## src/rtl/apt_pkg.sv

```systemverilog
// ----------------------------------------------------------------------------
// apt_pkg
// Shared types, widths, register codes and helper functions for the affine
// point transform: Q16.16 coordinates, wide partial sums, coefficient lookup.
// ----------------------------------------------------------------------------
`default_nettype none

package apt_pkg;

   // Q16.16 fixed point
   localparam int COORD_W = 32;
   localparam int FRAC_W  = 16;
   // full product of two Q16.16 words
   localparam int PROD_W  = 2 * COORD_W;
   // three products plus the shifted translation, with headroom
   localparam int ACC_W   = PROD_W + 2;
   // sum after dropping the fraction bits
   localparam int SHR_W   = ACC_W - FRAC_W;

   // one cell per input coordinate, one lane per output row
   localparam int NUM_CELLS = 3;
   localparam int NUM_ROWS  = 3;

   // configuration file
   localparam int NUM_REGS  = 6;
   localparam int CSR_W     = 64;
   localparam int CSR_IDX_W = 3;

   localparam logic [CSR_IDX_W-1:0] REG_ROW0_FIRST  = 3'd0;
   localparam logic [CSR_IDX_W-1:0] REG_ROW0_SECOND = 3'd1;
   localparam logic [CSR_IDX_W-1:0] REG_ROW1_FIRST  = 3'd2;
   localparam logic [CSR_IDX_W-1:0] REG_ROW1_SECOND = 3'd3;
   localparam logic [CSR_IDX_W-1:0] REG_ROW2_FIRST  = 3'd4;
   localparam logic [CSR_IDX_W-1:0] REG_ROW2_SECOND = 3'd5;

   localparam logic [COORD_W-1:0] SAT_MAX = {1'b0, {(COORD_W-1){1'b1}}};
   localparam logic [COORD_W-1:0] SAT_MIN = {1'b1, {(COORD_W-1){1'b0}}};

   typedef logic signed [COORD_W-1:0] coord_type;
   typedef logic signed [PROD_W-1:0]  prod_type;
   typedef logic signed [ACC_W-1:0]   acc_type;

   typedef coord_type [NUM_ROWS-1:0]  coord_vec_type;
   typedef prod_type  [NUM_ROWS-1:0]  prod_vec_type;
   typedef acc_type   [NUM_ROWS-1:0]  acc_vec_type;

   typedef logic [CSR_W-1:0]          csr_word_type;
   typedef csr_word_type [NUM_REGS-1:0] csr_file_type;

   // Coefficient of one row and one column (column 3 is the translation).
   function automatic coord_type col_coeff(csr_file_type csr, int row, int col);
      csr_word_type first;
      csr_word_type second;
      first  = csr[2*row];
      second = csr[2*row+1];
      case (col)
         0:       col_coeff = first[COORD_W-1:0];
         1:       col_coeff = first[CSR_W-1:COORD_W];
         2:       col_coeff = second[COORD_W-1:0];
         default: col_coeff = second[CSR_W-1:COORD_W];
      endcase
   endfunction

   // Translation times 1.0, i.e. sign extended and shifted up by the fraction.
   function automatic acc_type init_psum(coord_type t);
      init_psum = {{(ACC_W-COORD_W-FRAC_W){t[COORD_W-1]}}, t, {FRAC_W{1'b0}}};
   endfunction

   // Sign extend a full product to the accumulator width.
   function automatic acc_type ext_prod(prod_type p);
      ext_prod = {{(ACC_W-PROD_W){p[PROD_W-1]}}, p};
   endfunction

   // Floor shift by the fraction width, then saturate to a coordinate.
   function automatic coord_type shift_sat(acc_type a);
      logic [SHR_W-1:0] sh;
      sh = a[ACC_W-1:FRAC_W];
      if ((&sh[SHR_W-1:COORD_W-1]) || !(|sh[SHR_W-1:COORD_W-1])) begin
         shift_sat = sh[COORD_W-1:0];
      end else if (sh[SHR_W-1]) begin
         shift_sat = SAT_MIN;
      end else begin
         shift_sat = SAT_MAX;
      end
   endfunction

endpackage

`default_nettype wire

```

## src/rtl/apt_out_stage.sv

```systemverilog
// ----------------------------------------------------------------------------
// apt_out_stage
// Result register. Drops the fraction bits of each row sum (floor), clamps to
// the Q16.16 range and holds the item until the receiver takes it.
// ----------------------------------------------------------------------------
`default_nettype none

module apt_out_stage (
   input  logic                   clock,
   input  logic                   reset,
   input  logic                   in_valid,
   output logic                   in_ready,
   input  apt_pkg::acc_vec_type   in_psum,
   output logic                   out_valid,
   input  logic                   out_stall,
   output apt_pkg::coord_vec_type out_data
);

   logic                   valid_ff, valid_in;
   apt_pkg::coord_vec_type data_ff, data_in;

   // take a new item when empty or when the held one leaves this cycle
   assign in_ready = !valid_ff || !out_stall;
   assign valid_in = in_ready ? in_valid : valid_ff;

   always_comb begin
      for (int r = 0; r < apt_pkg::NUM_ROWS; r++) begin
         data_in[r] = apt_pkg::shift_sat(in_psum[r]);
      end
   end

   always_ff @(posedge clock) begin
      if (reset) begin
         valid_ff <= 1'b0;
      end else begin
         valid_ff <= valid_in;
      end
   end

   always_ff @(posedge clock) begin
      if (in_ready) begin
         data_ff <= data_in;
      end
   end

   assign out_valid = valid_ff;
   assign out_data  = data_ff;

endmodule

`default_nettype wire

```

## config.mk

```make
export PLATFORM = sky130hd
export DESIGN_NAME = apt_out_stage
export DESIGN_NICKNAME = d
export VERILOG_FILES = /design/src/rtl/apt_pkg.sv /design/src/rtl/apt_out_stage.sv
export SDC_FILE = /design/constraint.sdc
export NUM_CORES = 1
export LEC_CHECK = 0
export BUFFER_PORTS_ARGS = -buffer_cell sky130_fd_sc_hd__buf_2
export CAP_MARGIN = 20
export CORE_ASPECT_RATIO = 0.5
export CORE_MARGIN = 8
export CORE_UTILIZATION = 44
export DETAILED_ROUTE_END_ITERATION = 12
export GPL_ROUTABILITY_DRIVEN = 0
export HOLD_SLACK_MARGIN = 0.06
export MAX_ROUTING_LAYER = met4
export PLACE_DENSITY = 0.86
export SLEW_MARGIN = 0
export SYNTH_ARGS = -nofsm -noshare
export SYNTH_HDL_FRONTEND = slang
export SYNTH_SLANG_ARGS = --single-unit
```

## constraint.sdc

```tcl
create_clock -name clock -period 6 [get_ports clock]
set_clock_uncertainty 0.1 [all_clocks]
set_input_delay 0.6 -clock clock [delete_from_list [all_inputs] [get_ports clock]]
set_output_delay 0.6 -clock clock [all_outputs]
set_load 0.03 [all_outputs]
```

Yosys cells after proc, flatten, opt, wreduce, memory -nomap -nowiden. Index checks and enable logic that the tools add are counted.

Register bits after elaboration: 97. Bits in latches: 0. Bits in writable memories: 0. ROM bits: 0. Input bits: 202. Word-level logic and storage cells: 25. Memories: 0.

Add/subtract/negate cells: 0. Multiply operators: 0. Divide/modulo/power cells: 0. Magnitude comparators: 0. Equal/unequal tests: 0. Shift operators: 0. Multiplexer cells: 6. Bitwise gates (word level): 0. Reduce and logical (&&, ||, !) cells: 15.

Operators with widths (count): 32-bit 2-to-1 mux (6); 19-bit AND reduction (3); 19-bit OR reduction (3); 1-bit logical NOT (5); 1-bit logical OR (4).

Depth between registers and ports, before layout.
Word-level depth: 4. Depth in mapped cells: 6. Gate-level depth less buffers: 5.

Worst setup path after synthesis. No wires, ideal clock.

Path type: input-to-output. Start point: input port out_stall. End point: output port in_ready. Arrival: 2.809 ns. Required time: 5.300 ns. Slack: 2.491 ns. Cell stages on the path: 1. Buffers on the path: 0. Path through: nand2_1.

Cells in the longest elaborated chain, start to end: 2.

Ends and longest elaborated chain: start: declaration (line apt_out_stage.sv:15) `input logic out_stall,`; 1-bit logical NOT (line apt_out_stage.sv:23) `assign in_ready = !valid_ff || !out_stall;`; 1-bit logical OR (line apt_out_stage.sv:23); end: declaration (line apt_out_stage.sv:12) `output logic in_ready,`.

Every way passes these cells.

==> flow_metrics.env <==
export IMPL_total_number_of_vias=3238
export IMPL_crit_arrival_ns=2.34
export IMPL_max_cap_viol_count=0
export IMPL_post_synth_num_cell_types=18
export IMPL_post_route_drc_count=0
export IMPL_drive_above_1_share_pct=66.8
export IMPL_internal_power_mw=1.29
export IMPL_required_arrival_time_at_the_worst_endpoint_ns=6.10
export IMPL_firstDrtPassIters=4
export IMPL_wire_per_inst_um=19.2
export IMPL_timing_reg2reg_worst_path_depth=2
export IMPL_syn_cell_area_um2=4190
export IMPL_hpwl_um=9350
export IMPL_max_vdd_ir_drop_mv=0.181
export IMPL_hold_path_depth=2
export IMPL_pwr_density_cell_nw_per_um2=293
export IMPL_outcome="completed"
export IMPL_cts_tree="yes"
export IMPL_worst_path_dominant_cell_family="simple AND/OR/NAND/NOR gates"
export IMPL_grt_antenna_before_repair=1
export IMPL_clock_fmax_ghz=0.447
export IMPL_clkLatencyLatePin_ns=0.33
export IMPL_critical_path_cell_count=6
export IMPL_worst_setup_path_end_kind="register"
export IMPL_root_buffer="sky130_fd_sc_hd__clkbuf_16"
export IMPL_drt_wl_total_um=12100
export IMPL_io_buffers=251
export IMPL_grtUsageTotal_pct=18.5
export IMPL_timing_final_crit_period_ns=2.24
export IMPL_critical_path_buf_inv_count=1
export IMPL_postCtsResizedCells=0
export IMPL_timing_critical_path_slowest_stage_cell="sky130_fd_sc_hd__a31o_2"
export IMPL_relative_slew_slack_pct=31.0
export IMPL_p_sw_share_pct=24.1
export IMPL_post_place_ws_ns=3.43
export IMPL_grt_start_max_net_pins=82
export IMPL_setup_tns_ns=0
export IMPL_grt_first_pass_wirelength_um=18500
export IMPL_hold_violations=0
export IMPL_postCtsHoldBufs=0
export IMPL_grt_overflow=0
export IMPL_rrSetupSlack_ns=4.03
export IMPL_power_share_sequential_pct=47.4
export IMPL_worst_hold_path_endpoint="out_valid"
export IMPL_hp_class="in2reg"
export IMPL_r2r_start="out_valid"
export IMPL_place_detailed_instances=614
export IMPL_core_area_um2=9350
export IMPL_cp_start_kind="input pin"
export IMPL_fin_total_pwr_mw=1.71
export IMPL_yosysTopAreaCell="sky130_fd_sc_hd__edfxtp_1"
export IMPL_start_util_pct=44.8
export IMPL_rsz0062_at_grt="no"
export IMPL_worstPathMaxFanout=31
export IMPL_critical_path_cell_chain="buf_2, nor4_1, nand4_1, nor4_2, a31o_2, a21o_2"
export IMPL_clkTransAtPathRegs_ns=0.06
export IMPL_final_net_count=706
export IMPL_seq_area_frac_synth_pct=69.2
export IMPL_row_count=25
export IMPL_synthDominantCellAreaShare_pct=68.8
export IMPL_num_io_pins=300
export IMPL_combPwrFrac_pct=15.3
export IMPL_timing_final_ws_setup_ns=3.76
export IMPL_timing_rr_end="out_data[85]"
export IMPL_drt_iter0_drc=192
export IMPL_total_of_endpoints_with_negative_setup_slack_in_the_final_report=0
export IMPL_post_cts_setup_buffer_count=0
export IMPL_period_share_pct=37.3
export IMPL_switching_power_mw=0.411
export IMPL_synthesis_area_per_instance_um2=16.2
export IMPL_hold_path_startpoint="reset"
export IMPL_antenna_viol_nets_final=0
export IMPL_synth_seq_cells=97
export IMPL_tritoncts_num_sinks=97
export IMPL_drt_vias_per_instance=5.13
export IMPL_final_max_slew_viol_count=0
export IMPL_total_leakage_power_nw=2.83
export IMPL_die_y_um=85.0
export IMPL_area_growth_synth_to_final_pct=39.0
export IMPL_clockBufferDepth=2
export IMPL_ys_top_cells_by_area="sky130_fd_sc_hd__edfxtp_1 (69%), sky130_fd_sc_hd__a21o_2 (13%), sky130_fd_sc_hd__a21o_1 (5.6%)"
export IMPL_htreeDepth=3
export IMPL_worst_pin_slew_ns=1.03
export IMPL_die_x_um=154
export IMPL_power_share_clock_pct=37.3
export IMPL_design_die_area_um2=13100
export IMPL_cts_buffers_inserted=9
export IMPL_synth_warning_count=0
export IMPL_gate_count_post_synth=259
export IMPL_syn_nets=461
export IMPL_worstSetupPathType="in2reg"
export IMPL_critical_path_max_stage_delay_ns=0.56
export IMPL_number_of_global_route_vias_before_repair=3570
export IMPL_finish_cell_count_without_fillers=631
[cells in the mapped netlist (all sizes together)]
cell type	number
edfxtp	96
a21o	93
buf	18
nand4	15
nor4	15
nor2	7
a311oi	3
a31o	3
and3	3
dlygate4sd3	2
a21oi	1
clkbuf	1
dfxtp	1
nand2	1
[metal layers]
layer  routed length, um  track usage [%]
met2                6660             33.9
met4                 347             7.06
met3                 659             5.88
met5                   0                -
met1                4480             18.2
[cell usage in the layout, fill, tap and decap left out, types with 2 or more instances in the layout]
master / n
sky130_fd_sc_hd__a311oi_4: 3
sky130_fd_sc_hd__clkinv_1: 2
sky130_fd_sc_hd__buf_2: 251
sky130_fd_sc_hd__buf_4: 4
sky130_fd_sc_hd__and3_1: 3
sky130_fd_sc_hd__nand4_1: 15
sky130_fd_sc_hd__a21o_1: 31
sky130_fd_sc_hd__nor4_1: 12
sky130_fd_sc_hd__nor2_1: 7
sky130_fd_sc_hd__a21o_2: 62
sky130_fd_sc_hd__a31o_2: 3
sky130_fd_sc_hd__bufinv_16: 3
sky130_fd_sc_hd__edfxtp_1: 96
sky130_fd_sc_hd__nor4_2: 3
sky130_fd_sc_hd__clkbuf_16: 9
[area by class of cell]
cell class / count / area, um2
Antenna cell: 1 / 2.50
Clock buffer: 10 / 229
Clock inverter: 6 / 106
Fill cell: 738 / 3530
Multi-Input combinational cell: 141 / 1150
Sequential cell: 97 / 2900
Tap cell: 121 / 151
Timing Repair Buffer: 255 / 1290
[stage by stage]
stage / hold slack, ns / cell area, um2 / util [%]
after floorplan: 0.539 / 4190 / -
after global routing: 0.314 / 5830 / 62.3
after CTS: 0.308 / 5820 / 62.3
after detailed placement: 0.467 / 5490 / 58.7
final: 0.325 / 5830 / 62.3
after global placement: 0.439 / 5490 / 58.7
[cells by family after synthesis]
kind of cell / synth area share [%]
simple gates: 6.09
buf+inv: 4.51
flops: 69.2
compound gates: 20.2
[how the worst max path moves through the flow]
stage,endpoint,startpoint
after detailed placement,out_data[35],in_psum[116]
after global routing,out_data[72],in_psum[186]
after global placement,out_data[35],in_psum[116]
final,out_data[35],in_psum[116]
after CTS,out_data[35],in_psum[116]
after floorplan,in_ready,out_stall
[sequential cells by signal (all words and copies together) (netlist names)]
name,cells
out_data,96
out_valid,1
[power groups by stage]
stage | logic (mW) | registers (mW) | clock network (mW)
2_1_floorplan | 0.0530 | 0.922 | 0
3_3_place_gp | 0.256 | 0.820 | 0
3_5_place_dp | 0.261 | 0.823 | 0
4_1_cts | 0.262 | 0.808 | 0.651
5_1_grt | 0.275 | 0.813 | 0.678
6_report | 0.261 | 0.808 | 0.637
[worst reg2reg max path, delay by kind of cell (launching register included)]
kind | cells | cell delay, ns
buffers and inverters | 1 | 0.88
flip-flops | 1 | 0.34
AND/OR/NAND/NOR | 1 | 0.24
Note: power is estimated with default switching activity, not from simulation.
